===== src/sv/masked_signal_dispatch_queue_macros.svh =====
// assertion macros for the masked signal dispatch queue
// used by masked_signal_dispatch_queue.sv, no other dependencies
`ifndef MASKED_SIGNAL_DISPATCH_QUEUE_MACROS_SVH
`define MASKED_SIGNAL_DISPATCH_QUEUE_MACROS_SVH
`ifndef SYNTHESIS
`define MSDQ_ASSERT_IMP(name, ck, rn, ante, cons) \
  name: assert property (@(posedge ck) disable iff (!rn) (ante) |-> (cons)) \
    else $error("assertion failed");
`define MSDQ_ASSERT_NXT(name, ck, rn, ante, cons) \
  name: assert property (@(posedge ck) disable iff (!rn) (ante) |=> (cons)) \
    else $error("assertion failed");
`else
`define MSDQ_ASSERT_IMP(name, ck, rn, ante, cons)
`define MSDQ_ASSERT_NXT(name, ck, rn, ante, cons)
`endif
`endif


===== src/sv/msdq_pkg.sv =====
// shared types and constants of the masked signal dispatch queue
// no dependencies
package msdq_pkg;

  localparam int CMD_W       = 4;
  localparam int SIG_W       = 4;
  localparam int HID_W       = 8;
  localparam int PEND_W      = 4;
  localparam int MAX_RESULTS = 32;
  localparam int RES_W       = $clog2(MAX_RESULTS + 1);

  typedef enum logic [CMD_W-1:0] {
    CMD_ADD        = 4'd0,
    CMD_CLEAR      = 4'd1,
    CMD_SWAP       = 4'd2,
    CMD_BLOCK      = 4'd3,
    CMD_UNBLOCK    = 4'd4,
    CMD_GBLOCK     = 4'd5,
    CMD_GUNBLOCK   = 4'd6,
    CMD_RAISE      = 4'd7,
    CMD_DELIVER    = 4'd8
  } cmd_t;

  typedef enum logic [1:0] {
    KIND_ACK    = 2'd0,
    KIND_INVOKE = 2'd1,
    KIND_EMPTY  = 2'd2
  } kind_t;

  typedef enum logic [1:0] {
    ST_DONE    = 2'd0,
    ST_IGNORED = 2'd1,
    ST_DROPPED = 2'd2
  } status_t;

  typedef enum logic [2:0] {
    S_IDLE,
    S_SCAN,
    S_EXEC,
    S_WR2,
    S_DSCAN,
    S_DHAND,
    S_DEND
  } state_t;

endpackage


===== src/sv/masked_signal_dispatch_queue.sv =====
// simple commands (block, raise, clear, bad ones): result in the cycle after acceptance, busy stays low
// add and swap: one memory read per cycle while the list is scanned, then an exec state, and a
// second write state when a swap writes; deliver: a scan state per queued entry, the handler list
// of each unblocked entry read in turn, then an end state; handler memory reads set the pace, no stalls
// reset is synchronous active low: counts, block bits, queue count cleared; handler memory not
// cleared, entries are only read below a list's count
`include "masked_signal_dispatch_queue_macros.svh"
module masked_signal_dispatch_queue #(
  parameter int NUM_SIGNALS  = 16,
  parameter int QUEUE_DEPTH  = 8,
  parameter int MAX_HANDLERS = 4
) (
  input  logic                         clk,
  input  logic                         rst_n,
  input  logic                         start,
  output logic                         busy,
  input  logic [msdq_pkg::CMD_W-1:0]   in_cmd,
  input  logic [msdq_pkg::SIG_W-1:0]   in_signal_num,
  input  logic [msdq_pkg::HID_W-1:0]   in_handler_first,
  input  logic [msdq_pkg::HID_W-1:0]   in_handler_second,
  output logic                         out_valid,
  output logic [1:0]                   out_kind,
  output logic [msdq_pkg::SIG_W-1:0]   out_signal,
  output logic [msdq_pkg::HID_W-1:0]   out_handler,
  output logic [1:0]                   out_status,
  output logic [msdq_pkg::PEND_W-1:0]  out_pending,
  output logic                         out_last
);
  import msdq_pkg::*;

  localparam int SIDX_W    = $clog2(NUM_SIGNALS);
  localparam int HIDX_W    = (MAX_HANDLERS > 1) ? $clog2(MAX_HANDLERS) : 1;
  localparam int HCNT_W    = $clog2(MAX_HANDLERS + 1);
  localparam int QIDX_W    = $clog2(QUEUE_DEPTH);
  localparam int QCNT_W    = $clog2(QUEUE_DEPTH + 1);
  localparam int RAM_DEPTH = NUM_SIGNALS * MAX_HANDLERS;
  localparam int RAM_AW    = $clog2(RAM_DEPTH);

  state_t state_r, state_nxt;

  logic [HCNT_W-1:0] hcnt_r [NUM_SIGNALS];
  logic [HCNT_W-1:0] hcnt_nxt [NUM_SIGNALS];
  logic [NUM_SIGNALS-1:0] lblk_r, lblk_nxt, gblk_r, gblk_nxt;
  logic [SIDX_W-1:0] fifo_r [QUEUE_DEPTH];
  logic [SIDX_W-1:0] fifo_nxt [QUEUE_DEPTH];
  logic [QCNT_W-1:0] pcnt_r, pcnt_nxt;

  logic [CMD_W-1:0]  cmd_r, cmd_nxt;
  logic [SIDX_W-1:0] sig_r, sig_nxt;
  logic [HID_W-1:0]  h1_r, h1_nxt, h2_r, h2_nxt;
  logic [HCNT_W-1:0] idx_r, idx_nxt, len_r, len_nxt;
  logic              rv_r, rv_nxt;
  logic [HIDX_W-1:0] ridx_r, ridx_nxt, fa_r, fa_nxt, fb_r, fb_nxt;
  logic              fav_r, fav_nxt, fbv_r, fbv_nxt;
  logic [QCNT_W-1:0] qi_r, qi_nxt, keep_r, keep_nxt, pfin_r, pfin_nxt;
  logic [RES_W-1:0]  ninv_r, ninv_nxt;
  logic              hold_v_r, hold_v_nxt;
  logic [SIDX_W-1:0] hold_sig_r, hold_sig_nxt;
  logic [HID_W-1:0]  hold_h_r, hold_h_nxt;

  logic              out_valid_r, out_valid_nxt;
  logic [1:0]        out_kind_r, out_kind_nxt;
  logic [SIG_W-1:0]  out_signal_r, out_signal_nxt;
  logic [HID_W-1:0]  out_handler_r, out_handler_nxt;
  logic [1:0]        out_status_r, out_status_nxt;
  logic [PEND_W-1:0] out_pending_r, out_pending_nxt;
  logic              out_last_r, out_last_nxt;

  logic              ram_we, ram_re;
  logic [RAM_AW-1:0] ram_waddr, ram_raddr;
  logic [HID_W-1:0]  ram_wdata, ram_q;

  logic              accept, sig_ok, swap_ok, q_blocked;
  logic [SIDX_W-1:0] in_sidx, q_sig;

  function automatic logic [RAM_AW-1:0] addr_of(logic [SIDX_W-1:0] s, logic [HCNT_W-1:0] i);
    addr_of = RAM_AW'(RAM_AW'(s) * RAM_AW'(MAX_HANDLERS) + RAM_AW'(i));
  endfunction

  function automatic logic [PEND_W-1:0] sat_pend(logic [QCNT_W-1:0] v);
    sat_pend = (int'(v) > 15) ? PEND_W'(15) : PEND_W'(v);
  endfunction

  msdq_hram #(.DEPTH(RAM_DEPTH)) u_hram (
    .clk   (clk),
    .we    (ram_we),
    .waddr (ram_waddr),
    .wdata (ram_wdata),
    .re    (ram_re),
    .raddr (ram_raddr),
    .rdata (ram_q)
  );

  assign busy      = (state_r != S_IDLE);
  assign accept    = start && !busy;
  assign sig_ok    = int'(in_signal_num) < NUM_SIGNALS;
  assign in_sidx   = SIDX_W'(in_signal_num);
  assign swap_ok   = fav_r && fbv_r && (fa_r != fb_r);
  assign q_sig     = fifo_r[QIDX_W'(qi_r)];
  assign q_blocked = lblk_r[q_sig] || gblk_r[q_sig];

  // next state
  always_comb begin
    state_nxt = state_r;
    unique case (state_r)
      S_IDLE: begin
        if (accept) begin
          if (in_cmd == CMD_DELIVER) begin
            state_nxt = S_DSCAN;
          end else if (sig_ok && (in_cmd == CMD_ADD || in_cmd == CMD_SWAP)) begin
            state_nxt = S_SCAN;
          end
        end
      end
      S_SCAN: begin
        if (idx_r == len_r && !rv_r) state_nxt = S_EXEC;
      end
      S_EXEC: begin
        state_nxt = (cmd_r == CMD_SWAP && swap_ok) ? S_WR2 : S_IDLE;
      end
      S_WR2:  state_nxt = S_IDLE;
      S_DSCAN: begin
        if (qi_r == pcnt_r) begin
          state_nxt = S_DEND;
        end else if (!q_blocked) begin
          state_nxt = S_DHAND;
        end
      end
      S_DHAND: begin
        if (idx_r == len_r && !rv_r) state_nxt = S_DSCAN;
      end
      S_DEND:  state_nxt = S_IDLE;
      default: state_nxt = S_IDLE;
    endcase
  end

  // datapath and results
  always_comb begin
    logic [QCNT_W-1:0] nblk;
    hcnt_nxt     = hcnt_r;
    lblk_nxt     = lblk_r;
    gblk_nxt     = gblk_r;
    fifo_nxt     = fifo_r;
    pcnt_nxt     = pcnt_r;
    cmd_nxt      = cmd_r;
    sig_nxt      = sig_r;
    h1_nxt       = h1_r;
    h2_nxt       = h2_r;
    idx_nxt      = idx_r;
    len_nxt      = len_r;
    rv_nxt       = 1'b0;
    ridx_nxt     = ridx_r;
    fa_nxt       = fa_r;
    fb_nxt       = fb_r;
    fav_nxt      = fav_r;
    fbv_nxt      = fbv_r;
    qi_nxt       = qi_r;
    keep_nxt     = keep_r;
    pfin_nxt     = pfin_r;
    ninv_nxt     = ninv_r;
    hold_v_nxt   = hold_v_r;
    hold_sig_nxt = hold_sig_r;
    hold_h_nxt   = hold_h_r;
    ram_we       = 1'b0;
    ram_waddr    = '0;
    ram_wdata    = '0;
    ram_re       = 1'b0;
    ram_raddr    = addr_of(sig_r, idx_r);
    out_valid_nxt   = 1'b0;
    out_kind_nxt    = KIND_ACK;
    out_signal_nxt  = SIG_W'(sig_r);
    out_handler_nxt = '0;
    out_status_nxt  = ST_DONE;
    out_pending_nxt = sat_pend(pcnt_r);
    out_last_nxt    = 1'b1;
    nblk            = '0;

    unique case (state_r)
      S_IDLE: begin
        if (accept) begin
          cmd_nxt  = in_cmd;
          sig_nxt  = in_sidx;
          h1_nxt   = in_handler_first;
          h2_nxt   = in_handler_second;
          idx_nxt  = '0;
          fav_nxt  = 1'b0;
          fbv_nxt  = 1'b0;
          len_nxt  = sig_ok ? hcnt_r[in_sidx] : '0;
          out_signal_nxt = in_signal_num;
          priority if (in_cmd == CMD_DELIVER) begin
            qi_nxt     = '0;
            keep_nxt   = '0;
            ninv_nxt   = '0;
            hold_v_nxt = 1'b0;
            // queue count left once blocked entries are kept back
            for (int i = 0; i < QUEUE_DEPTH; i++) begin
              if (i < int'(pcnt_r) && (lblk_r[fifo_r[i]] || gblk_r[fifo_r[i]])) begin
                nblk = QCNT_W'(nblk + 1'b1);
              end
            end
            pfin_nxt = nblk;
          end else if (in_cmd > CMD_DELIVER || !sig_ok) begin
            out_valid_nxt  = 1'b1;
            out_status_nxt = ST_IGNORED;
          end else begin
            unique case (in_cmd)
              CMD_CLEAR: begin
                hcnt_nxt[in_sidx] = '0;
                out_valid_nxt = 1'b1;
              end
              CMD_BLOCK: begin
                lblk_nxt[in_sidx] = 1'b1;
                out_valid_nxt = 1'b1;
              end
              CMD_UNBLOCK: begin
                lblk_nxt[in_sidx] = 1'b0;
                out_valid_nxt = 1'b1;
              end
              CMD_GBLOCK: begin
                gblk_nxt[in_sidx] = 1'b1;
                out_valid_nxt = 1'b1;
              end
              CMD_GUNBLOCK: begin
                gblk_nxt[in_sidx] = 1'b0;
                out_valid_nxt = 1'b1;
              end
              CMD_RAISE: begin
                out_valid_nxt = 1'b1;
                if (hcnt_r[in_sidx] == '0) begin
                  out_status_nxt = ST_IGNORED;
                end else if (int'(pcnt_r) >= QUEUE_DEPTH) begin
                  out_status_nxt = ST_DROPPED;
                end else begin
                  fifo_nxt[QIDX_W'(pcnt_r)] = in_sidx;
                  pcnt_nxt        = QCNT_W'(pcnt_r + 1'b1);
                  out_pending_nxt = sat_pend(QCNT_W'(pcnt_r + 1'b1));
                end
              end
              default: begin
                // add and swap walk the list first
              end
            endcase
          end
        end
      end

      S_SCAN: begin
        if (idx_r != len_r) begin
          ram_re   = 1'b1;
          rv_nxt   = 1'b1;
          ridx_nxt = HIDX_W'(idx_r);
          idx_nxt  = HCNT_W'(idx_r + 1'b1);
        end
        if (rv_r) begin
          if (ram_q == h1_r) begin
            fav_nxt = 1'b1;
            fa_nxt  = ridx_r;
          end
          if (ram_q == h2_r) begin
            fbv_nxt = 1'b1;
            fb_nxt  = ridx_r;
          end
        end
      end

      S_EXEC: begin
        if (cmd_r == CMD_ADD) begin
          out_valid_nxt = 1'b1;
          if (h1_r == '0 || fav_r) begin
            out_status_nxt = ST_IGNORED;
          end else if (int'(len_r) >= MAX_HANDLERS) begin
            out_status_nxt = ST_DROPPED;
          end else begin
            ram_we           = 1'b1;
            ram_waddr        = addr_of(sig_r, len_r);
            ram_wdata        = h1_r;
            hcnt_nxt[sig_r]  = HCNT_W'(len_r + 1'b1);
          end
        end else if (swap_ok) begin
          ram_we    = 1'b1;
          ram_waddr = addr_of(sig_r, HCNT_W'(fa_r));
          ram_wdata = h2_r;
        end else begin
          out_valid_nxt  = 1'b1;
          out_status_nxt = ST_IGNORED;
        end
      end

      S_WR2: begin
        ram_we        = 1'b1;
        ram_waddr     = addr_of(sig_r, HCNT_W'(fb_r));
        ram_wdata     = h1_r;
        out_valid_nxt = 1'b1;
      end

      S_DSCAN: begin
        if (qi_r != pcnt_r) begin
          qi_nxt = QCNT_W'(qi_r + 1'b1);
          if (q_blocked) begin
            // compact in place, the write index never passes the read index
            fifo_nxt[QIDX_W'(keep_r)] = q_sig;
            keep_nxt = QCNT_W'(keep_r + 1'b1);
          end else begin
            sig_nxt = q_sig;
            len_nxt = hcnt_r[q_sig];
            idx_nxt = '0;
          end
        end
      end

      S_DHAND: begin
        if (idx_r != len_r) begin
          ram_re  = 1'b1;
          rv_nxt  = 1'b1;
          idx_nxt = HCNT_W'(idx_r + 1'b1);
        end
        // one invocation is held back so the final one can carry last
        if (rv_r && int'(ninv_r) < MAX_RESULTS) begin
          ninv_nxt = RES_W'(ninv_r + 1'b1);
          if (hold_v_r) begin
            out_valid_nxt   = 1'b1;
            out_kind_nxt    = KIND_INVOKE;
            out_signal_nxt  = SIG_W'(hold_sig_r);
            out_handler_nxt = hold_h_r;
            out_pending_nxt = sat_pend(pfin_r);
            out_last_nxt    = 1'b0;
          end
          hold_v_nxt   = 1'b1;
          hold_sig_nxt = sig_r;
          hold_h_nxt   = ram_q;
        end
      end

      S_DEND: begin
        pcnt_nxt        = keep_r;
        hold_v_nxt      = 1'b0;
        out_valid_nxt   = 1'b1;
        out_pending_nxt = sat_pend(pfin_r);
        if (hold_v_r) begin
          out_kind_nxt    = KIND_INVOKE;
          out_signal_nxt  = SIG_W'(hold_sig_r);
          out_handler_nxt = hold_h_r;
        end else begin
          out_kind_nxt   = KIND_EMPTY;
          out_signal_nxt = '0;
        end
      end

      default: begin
      end
    endcase
  end

  always_ff @(posedge clk) begin
    if (!rst_n) begin
      state_r     <= S_IDLE;
      for (int i = 0; i < NUM_SIGNALS; i++) hcnt_r[i] <= '0;
      lblk_r      <= '0;
      gblk_r      <= '0;
      pcnt_r      <= '0;
      rv_r        <= 1'b0;
      hold_v_r    <= 1'b0;
      out_valid_r <= 1'b0;
    end else begin
      state_r     <= state_nxt;
      hcnt_r      <= hcnt_nxt;
      lblk_r      <= lblk_nxt;
      gblk_r      <= gblk_nxt;
      pcnt_r      <= pcnt_nxt;
      rv_r        <= rv_nxt;
      hold_v_r    <= hold_v_nxt;
      out_valid_r <= out_valid_nxt;
    end
  end

  always_ff @(posedge clk) begin
    fifo_r        <= fifo_nxt;
    cmd_r         <= cmd_nxt;
    sig_r         <= sig_nxt;
    h1_r          <= h1_nxt;
    h2_r          <= h2_nxt;
    idx_r         <= idx_nxt;
    len_r         <= len_nxt;
    ridx_r        <= ridx_nxt;
    fa_r          <= fa_nxt;
    fb_r          <= fb_nxt;
    fav_r         <= fav_nxt;
    fbv_r         <= fbv_nxt;
    qi_r          <= qi_nxt;
    keep_r        <= keep_nxt;
    pfin_r        <= pfin_nxt;
    ninv_r        <= ninv_nxt;
    hold_sig_r    <= hold_sig_nxt;
    hold_h_r      <= hold_h_nxt;
    out_kind_r    <= out_kind_nxt;
    out_signal_r  <= out_signal_nxt;
    out_handler_r <= out_handler_nxt;
    out_status_r  <= out_status_nxt;
    out_pending_r <= out_pending_nxt;
    out_last_r    <= out_last_nxt;
  end

  assign out_valid   = out_valid_r;
  assign out_kind    = out_kind_r;
  assign out_signal  = out_signal_r;
  assign out_handler = out_handler_r;
  assign out_status  = out_status_r;
  assign out_pending = out_pending_r;
  assign out_last    = out_last_r;

  `MSDQ_ASSERT_NXT(a_deliver_busy, clk, rst_n, start && !busy && in_cmd == CMD_DELIVER, busy)
  `MSDQ_ASSERT_IMP(a_more_results_busy, clk, rst_n, out_valid && !out_last, busy)
  `MSDQ_ASSERT_IMP(a_pcnt_range, clk, rst_n, 1'b1, int'(pcnt_r) <= QUEUE_DEPTH)
  `MSDQ_ASSERT_IMP(a_hold_in_deliver, clk, rst_n, hold_v_r, state_r >= S_DSCAN)

endmodule


===== src/sv/msdq_hram.sv =====
// handler id memory: one write port, one registered read port
// depends on msdq_pkg
module msdq_hram #(
  parameter int DEPTH = 64,
  localparam int AW = $clog2(DEPTH)
) (
  input  logic                      clk,
  input  logic                      we,
  input  logic [AW-1:0]             waddr,
  input  logic [msdq_pkg::HID_W-1:0] wdata,
  input  logic                      re,
  input  logic [AW-1:0]             raddr,
  output logic [msdq_pkg::HID_W-1:0] rdata
);
  import msdq_pkg::*;

  logic [HID_W-1:0] mem [DEPTH];

  always_ff @(posedge clk) begin
    if (we) begin
      mem[waddr] <= wdata;
    end
    if (re) begin
      rdata <= mem[raddr];
    end
  end

endmodule


===== config.mk =====
export PLATFORM = sky130hd
export DESIGN_NAME = masked_signal_dispatch_queue
export DESIGN_NICKNAME = d
export VERILOG_FILES = /design/src/sv/msdq_pkg.sv /design/src/sv/masked_signal_dispatch_queue.sv /design/src/sv/msdq_hram.sv
export VERILOG_INCLUDE_DIRS = /design/src /design/src/sv
export SDC_FILE = /design/constraint.sdc
export NUM_CORES = 1
export LEC_CHECK = 0
export BUFFER_PORTS_ARGS = -buffer_cell sky130_fd_sc_hd__buf_2
export CORE_MARGIN = 5
export CORE_UTILIZATION = 50
export DETAILED_ROUTE_END_ITERATION = 7
export PLACE_DENSITY = 0.71
export SKIP_CTS_REPAIR_TIMING = 1
export SLEW_MARGIN = 20
export SYNTH_ARGS = -nofsm -noshare
export SYNTH_HDL_FRONTEND = slang
export SYNTH_SLANG_ARGS = --single-unit
export TNS_END_PERCENT = 5

===== constraint.sdc =====
create_clock -name clk -period 5.44 [get_ports clk]
set_input_delay 1.088 -clock clk [delete_from_list [all_inputs] [get_ports clk]]
set_output_delay 1.088 -clock clk [all_outputs]
set_load 0.03 [all_outputs]

# [Word level (Yosys, flattened, before mapping)]
# Memory sizes are Yosys's and may differ from the RTL's. A register that Yosys moved wholly into a read port is not among the register bits.
# Index checks and enable logic that the tools add are counted.
[word_totals] memories=1 romBits=0 wordCells=446 latchBits=0 ramBits=512 reg_bits=211
[memory_table] memory="u_hram.mem" words=64 word_bits=8 read_ports=1 rd_ports_with_merged_regs=1 wr=1 line="msdq_hram.sv:17" text="logic [HID_W-1:0] mem [DEPTH];"
[classes] shift=0 magnitude_cmp=33 n_mul=0 n_bitwise=15 mux=211 n_addsub=17 n_reduce_logical=70 eq_ne=45 n_div=0
[op_table] cell="48-bit 2-to-1 mux" count=7
[op_table] cell="32-bit 2-to-1 mux" count=8
[op_table] cell="4-bit 2-to-1 mux" count=51
[op_table] cell="48-bit case mux with 2 select lines" count=1
[op_table] cell="1-bit binary-select mux with 4-bit select" count=18
[op_table] cell="32-bit bitwise mux" count=2
[op_table] cell="16-bit case mux with 2 select lines" count=2
[op_table] cell="32-bit case mux with 2 select lines" count=1
[op_table] cell="3-bit 2-to-1 mux" count=20
[op_table] cell="4-bit by 5-bit < comparator with 1-bit output (second input constant)" count=10
[op_table] cell="48-bit bitwise AND" count=1
[op_table] cell="48-bit bitwise mux" count=1
[op_table] cell="1-bit 2-to-1 mux" count=48
[op_table] cell="8-bit 2-to-1 mux" count=6
[op_table] cell="48-bit NOT" count=1
[op_table] cell="6-bit 2-to-1 mux" count=7
[op_table] cell="4-bit by 1-bit adder with 4-bit output (second input constant)" count=10
[op_table] cell="2-bit inequality test (second input constant)" count=19
[op_table] cell="16-bit bitwise AND" count=2
[op_table] cell="16-bit OR" count=2
[op_table] cell="4-bit case mux with 2 select lines" count=4
[op_table] cell="8-bit case mux with 2 select lines" count=2
[op_table] cell="5-bit AND reduction" count=5
[op_table] cell="3-bit binary-select mux with 4-bit select" count=2
[op_table] cell="other kinds (63)" count=161

# [Depth between registers and ports, before layout]
[depth] ltp_word=40 mapped_depth=25

# [Cells and area by module]
# A second synthesis with hierarchy kept.
[hier_totals] cells_unflattened=2205 area_unflattened_um2=32672.6
[modules_own_cells] module="msdq_hram" seq_area_each_um2=15615.0 instances=1 cells_per_inst=943 area_each_um2=20251.9
[modules_own_cells] module="masked_signal_dispatch_queue" seq_area_each_um2=5225.0 instances=1 cells_per_inst=1262 area_each_um2=12420.7

# [Least setup slack after synthesis]
# No wires, ideal clock.
[synth_path] kind="register -> register" startpoint="register fifo_r[28] in the netlist's numbering" endpoint="register pfin_r[3] (data pin)" path_buffers=0 path_slack_ps=969 setup_time_ps=261 path_stages_with_launch=19 arrival_time_ps=4210 synth_period_minus_slack_ps=4471 cell_sequence="edfxtp_1 -> mux4_2 -> a21oi_1 -> nor2_1 -> a221oi_1 -> ha_1 -> xnor2_1 -> ha_1 -> inv_1 -> a2111oi_0 -> a31o_2 -> xnor2_1 -> mux2i_1 -> ha_1 -> nand2_1 -> xor3_1 -> and4bb_2 -> xor2_1 -> xnor2_1"
[synth_between] elab_chain_cells=40
[synth_rtl] item="start: declaration" line="masked_signal_dispatch_queue.sv:44" text="logic [SIDX_W-1:0] fifo_r [QUEUE_DEPTH];"
[synth_rtl] item="start signal: assignment" line="masked_signal_dispatch_queue.sv:377" text="fifo_r <= fifo_nxt;"
[synth_rtl] item="1-bit binary-select mux with 4-bit select" line="masked_signal_dispatch_queue.sv:197" text="if (i < int'(pcnt_r) && (lblk_r[fifo_r[i]] || gblk_r[fifo_r[i]])) begin"
[synth_rtl] item="1-bit 2-to-1 mux (not written as such)" line="masked_signal_dispatch_queue.sv:197"
[synth_rtl] item="1-bit logical OR (*)" line="masked_signal_dispatch_queue.sv:197"
[synth_rtl] item="1-bit logical AND (*)" line="masked_signal_dispatch_queue.sv:197"
[synth_rtl] item="1-bit 2-to-1 mux (*)" line="masked_signal_dispatch_queue.sv:197"
[synth_rtl] item="4-bit 2-to-1 mux (*)" line="masked_signal_dispatch_queue.sv:190" text="priority if (in_cmd == CMD_DELIVER) begin"
[synth_rtl] item="4-bit 2-to-1 mux (*)" line="masked_signal_dispatch_queue.sv:180" text="if (accept) begin"
[synth_rtl] item="4-bit 2-to-1 mux (*)" line="masked_signal_dispatch_queue.sv:178" text="unique case (state_r)"
[synth_rtl] item="[24 not listed]"
[synth_rtl] item="4-bit 2-to-1 mux (*)" line="masked_signal_dispatch_queue.sv:178"
[synth_rtl] item="4-bit by 1-bit adder with 4-bit output" line="masked_signal_dispatch_queue.sv:198" text="nblk = QCNT_W'(nblk + 1'b1);"
[synth_rtl] item="4-bit 2-to-1 mux (*)" line="masked_signal_dispatch_queue.sv:197"
[synth_rtl] item="4-bit 2-to-1 mux (*)" line="masked_signal_dispatch_queue.sv:190"
[synth_rtl] item="4-bit 2-to-1 mux (*)" line="masked_signal_dispatch_queue.sv:180"
[synth_rtl] item="4-bit 2-to-1 mux (*)" line="masked_signal_dispatch_queue.sv:178"
[synth_rtl] item="4-bit by 1-bit adder with 4-bit output" line="masked_signal_dispatch_queue.sv:198"
[synth_rtl] item="4-bit 2-to-1 mux (*)" line="masked_signal_dispatch_queue.sv:197"
[synth_rtl] item="end signal: assignment" line="masked_signal_dispatch_queue.sv:391" text="pfin_r <= pfin_nxt;"
[synth_rtl] item="end: declaration" line="masked_signal_dispatch_queue.sv:55" text="logic [QCNT_W-1:0] qi_r, qi_nxt, keep_r, keep_nxt, pfin_r, pfin_nxt;"
# Mark *: on every way between the ends. The rest lies on a longest branch, timed or not. The select of a mux whose other input is x is not followed.
# A chain may end at the register's enable or synchronous reset.

# [Worst setup path in the final report]
[layout_path] startpoint="register fifo_r[28] in the netlist's numbering" endpoint="register pfin_r[1] (data pin)"
# The elaborated chain is that of the path after synthesis.

==> results.py <==
metrics = {
    "setup_path": {
        "crit_type": "flop to flop",
        "path_max_fanout": 5,
        "r2r-end": "pfin_r[1]",
        "rr_worst_depth": 22,
        "reg2reg_from": "fifo_r[28]",
        "required_ps": 5780,
        "end_kind": "flop",
        "worstSetupStartpointType": "flop",
        "cp.arrival_ps": 5360,
        "r2r_slack_ps": 420,
    },
    "sta": {
        "fin_crit_ps": 5020,
        "period_share": 0.9227,
        "max-slew-margin-rel": 0.3038,
        "fmax_mhz": 199.2,
        "fin_setup_tns_ps": 0,
        "final_max_slew_viol_count": 0,
        "setup_viol": 0,
        "tightest_slew_ps": 1044,
        "skew_ps": 32.45,
        "grt_setup_unrepaired": "no",
        "hold_viol": 0,
        "worst_slack_ps": 420.4,
    },
    "global_routing": {
        "grtUsageTotal": 0.2277,
        "antenna_found_initial": 2,
        "grt_pass1_wl_mm": 122.5,
        "grt_max_degree": 68,
        "grt_pass1_vias": 19230,
        "grt_overflow_total": 0,
    },
    "clock_network": {
        "htree_num_levels": 3,
        "numCtsBuffers": 78,
        "cts-root-to-sink-buffers": 3,
        "cts_sinks": 731,
        "clk_latency_ps": 630,
        "cts_tree": "built",
        "clk_pin_slew_ps": 60,
        "cts-root-buf": "clkbuf_16",
    },
    "die": {
        "dieHeight_um": 264.0,
        "die_w_um": 264.0,
        "die_area_sq_um": 69670,
        "core-area_sq_um": 64120,
        "io_pins": 50,
        "std_cell_rows": 93,
        "start_util": 0.5030,
    },
    "place": {
        "gp_congestion": 0.9149,
        "place_hpwl_mm": 52.73,
        "place_ws_ps": 445.0,
        "io_buffers": 49,
        "placed_area_sq_um": 33500,
    },
    "detailed_routing": {
        "dr.pass1.iters": 6,
        "route.detailed.drc": 0,
        "routedWlPerCell_um": 26.52,
        "wirelength_mm": 80.74,
        "vias": 19470,
        "avgViaCountPerCell": 6.397,
        "ant_nets": 0,
        "drt_iter0_markers": 2711,
    },
    "yosys": {
        "synth_commonest_cells": "edfxtp_1, mux4_2, nor2_1, nand2_1, dfxtp_1",
        "async_flop_share": 0,
        "synth_top_area_cell": "edfxtp_1",
        "syn-mean-instance-area_sq_um": 15.56,
        "synth-seq-area-share": 0.6462,
        "yosysMostFrequentCell": "edfxtp_1",
        "synth_top_area_frac": 0.5773,
        "ys_top_cells_by_area": "edfxtp_1, mux4_2, dfxtp_1, nor2_1, nand2_1",
        "yosysWarningCount": 0,
        "synth_flop_cell": "edfxtp_1",
        "syn-num-nets": 2119,
        "synth-seq-cells": 731,
        "synth-edff-count": 620,
        "netlist_area_sq_um": 32250,
        "syn_inst": 2072,
        "ys_types": 69,
    },
    "hold_path": {
        "min_to": "out_last",
        "hold_class": "flop to flop",
        "hold_start": "hold_v_r",
        "hold_depth": 1,
    },
    "finish": {
        "seqCellArea_sq_um": 20840,
        "fin_area_sq_um": 36200,
        "multi_input_area_sq_um": 10980,
        "drive_above_1_share": 0.2114,
        "area_growth_pct": 12.25,
        "fill_cells": 4807,
        "fin_nets": 2169,
    },
    "pwr": {
        "power-per-cell-area_nw_per_um2": 345.9,
        "internal-power_w": 0.009627,
        "pwr-share-clk": 0.432,
        "p_leak_nw": 11.94,
        "switching_share": 0.2312,
        "seqPwrFrac": 0.491,
        "ir_worst_vdd_mv": 0.3429,
        "combPwrFrac": 0.077,
        "switchingPower_w": 0.002896,
    },
    "outcome": {
        "status": "complete, no violations",
    },
    "flow_run": {
        "cap_viol_max_count": 0,
    },
}
[critical path, cell delays in order (launching register included)]
cell      delay (ps)
edfxtp_1         520
mux4_2           550
a21oi_1          180
nor2_1            50
a221oi_1         390
inv_1            130
ha_1             220
o311ai_0          90
a211o_1          190
a21boi_0         260
xnor2_1           90
mux2i_1          260
inv_1             80
ha_1             300
inv_1            100
xnor2_1          120
o221ai_1         150
ha_1             320
mux2i_1          250
inv_1             80
ha_1             290
nand2_1           50
o21ai_0           80
[through the flow]
stage	power (W)	util	std cells	hold WS, ps
2_1_floorplan	0.006925	-	2072	392.9
3_3_place_gp	0.007217	0.5224	2897	423.6
3_5_place_dp	0.007224	0.5225	2897	425.4
4_1_cts	0.01258	0.5639	3040	438.5
5_1_grt	0.01289	0.5644	3040	477.8
6_report	0.01252	0.5646	3044	439.1
[worst max-delay path by stage]
stage,to,cells after the start,from
6_report,pfin_r[1],22,fifo_r[28]
5_1_grt,pfin_r[1],20,fifo_r[28]
4_1_cts,pfin_r[1],22,fifo_r[28]
3_5_place_dp,pfin_r[1],22,fifo_r[28]
3_3_place_gp,pfin_r[1],20,fifo_r[28]
2_1_floorplan,pfin_r[3],18,fifo_r[28]
[cell usage in the layout, fill, tap and decap left out, types with 49 or more instances in the layout]
cell	instances
nor2_1	197
buf_2	49
edfxtp_1	620
a22oi_1	49
a21oi_1	54
nor2b_1	67
dfxtp_1	111
mux4_2	220
nand2_1	122
o21ai_0	83
clkbuf_16	78
[registers in the layout, summed over array words and instances (netlist names), 6 cells and up, named ones only]
name / flops
u_hram.mem: 512
hcnt_r: 48
fifo_r: 32
h1_r: 8
h2_r: 8
hold_h_r: 8
out_handler: 8
u_hram.rdata: 8
ninv_r: 6
[cell families (layout without fill, tap and decap cells)]
| kind of cell | after synthesis | count (layout) | share of synthesized area |
|---|---|---|---|
| compound gates | 293 | 293 | 0.05894 |
| xor+xnor | 55 | 55 | 0.01645 |
| fa+ha+maj | 20 | 20 | 0.007760 |
| buf+inv | 138 | 251 | 0.01630 |
| flops | 731 | 731 | 0.6462 |
| mux | 272 | 272 | 0.1711 |
| other cells | 0 | 4 | 0 |
| simple gates | 563 | 563 | 0.08322 |
[area by class of cell]
cell class                 count  area share
inverter                      24    0.002489
antenna                        4   0.0002765
clock inverter                55     0.01835
timing repair buffer          84     0.01542
tap                          855     0.02955
clock buffer                  88     0.05496
sequential                   731      0.5757
multi-input combinational   1203      0.3033
[power groups by stage]
stage,combinational [W],sequential (W),clock (W)
detailed placement,0.000963,0.00626,0
floorplan,0.000702,0.00622,0
global route,0.00103,0.00615,0.00572
global placement,0.000957,0.00626,0
CTS,0.000966,0.00614,0.00547
finish,0.000970,0.00615,0.00541
[metal layers]
layer / routed length (um) / global-route usage
met1: 31540 / 0.3197
met2: 39640 / 0.3693
met3: 7047 / 0.04396
met4: 2499 / 0.06517
met5: 13 / 0
(Power assumes the default switching activity.)
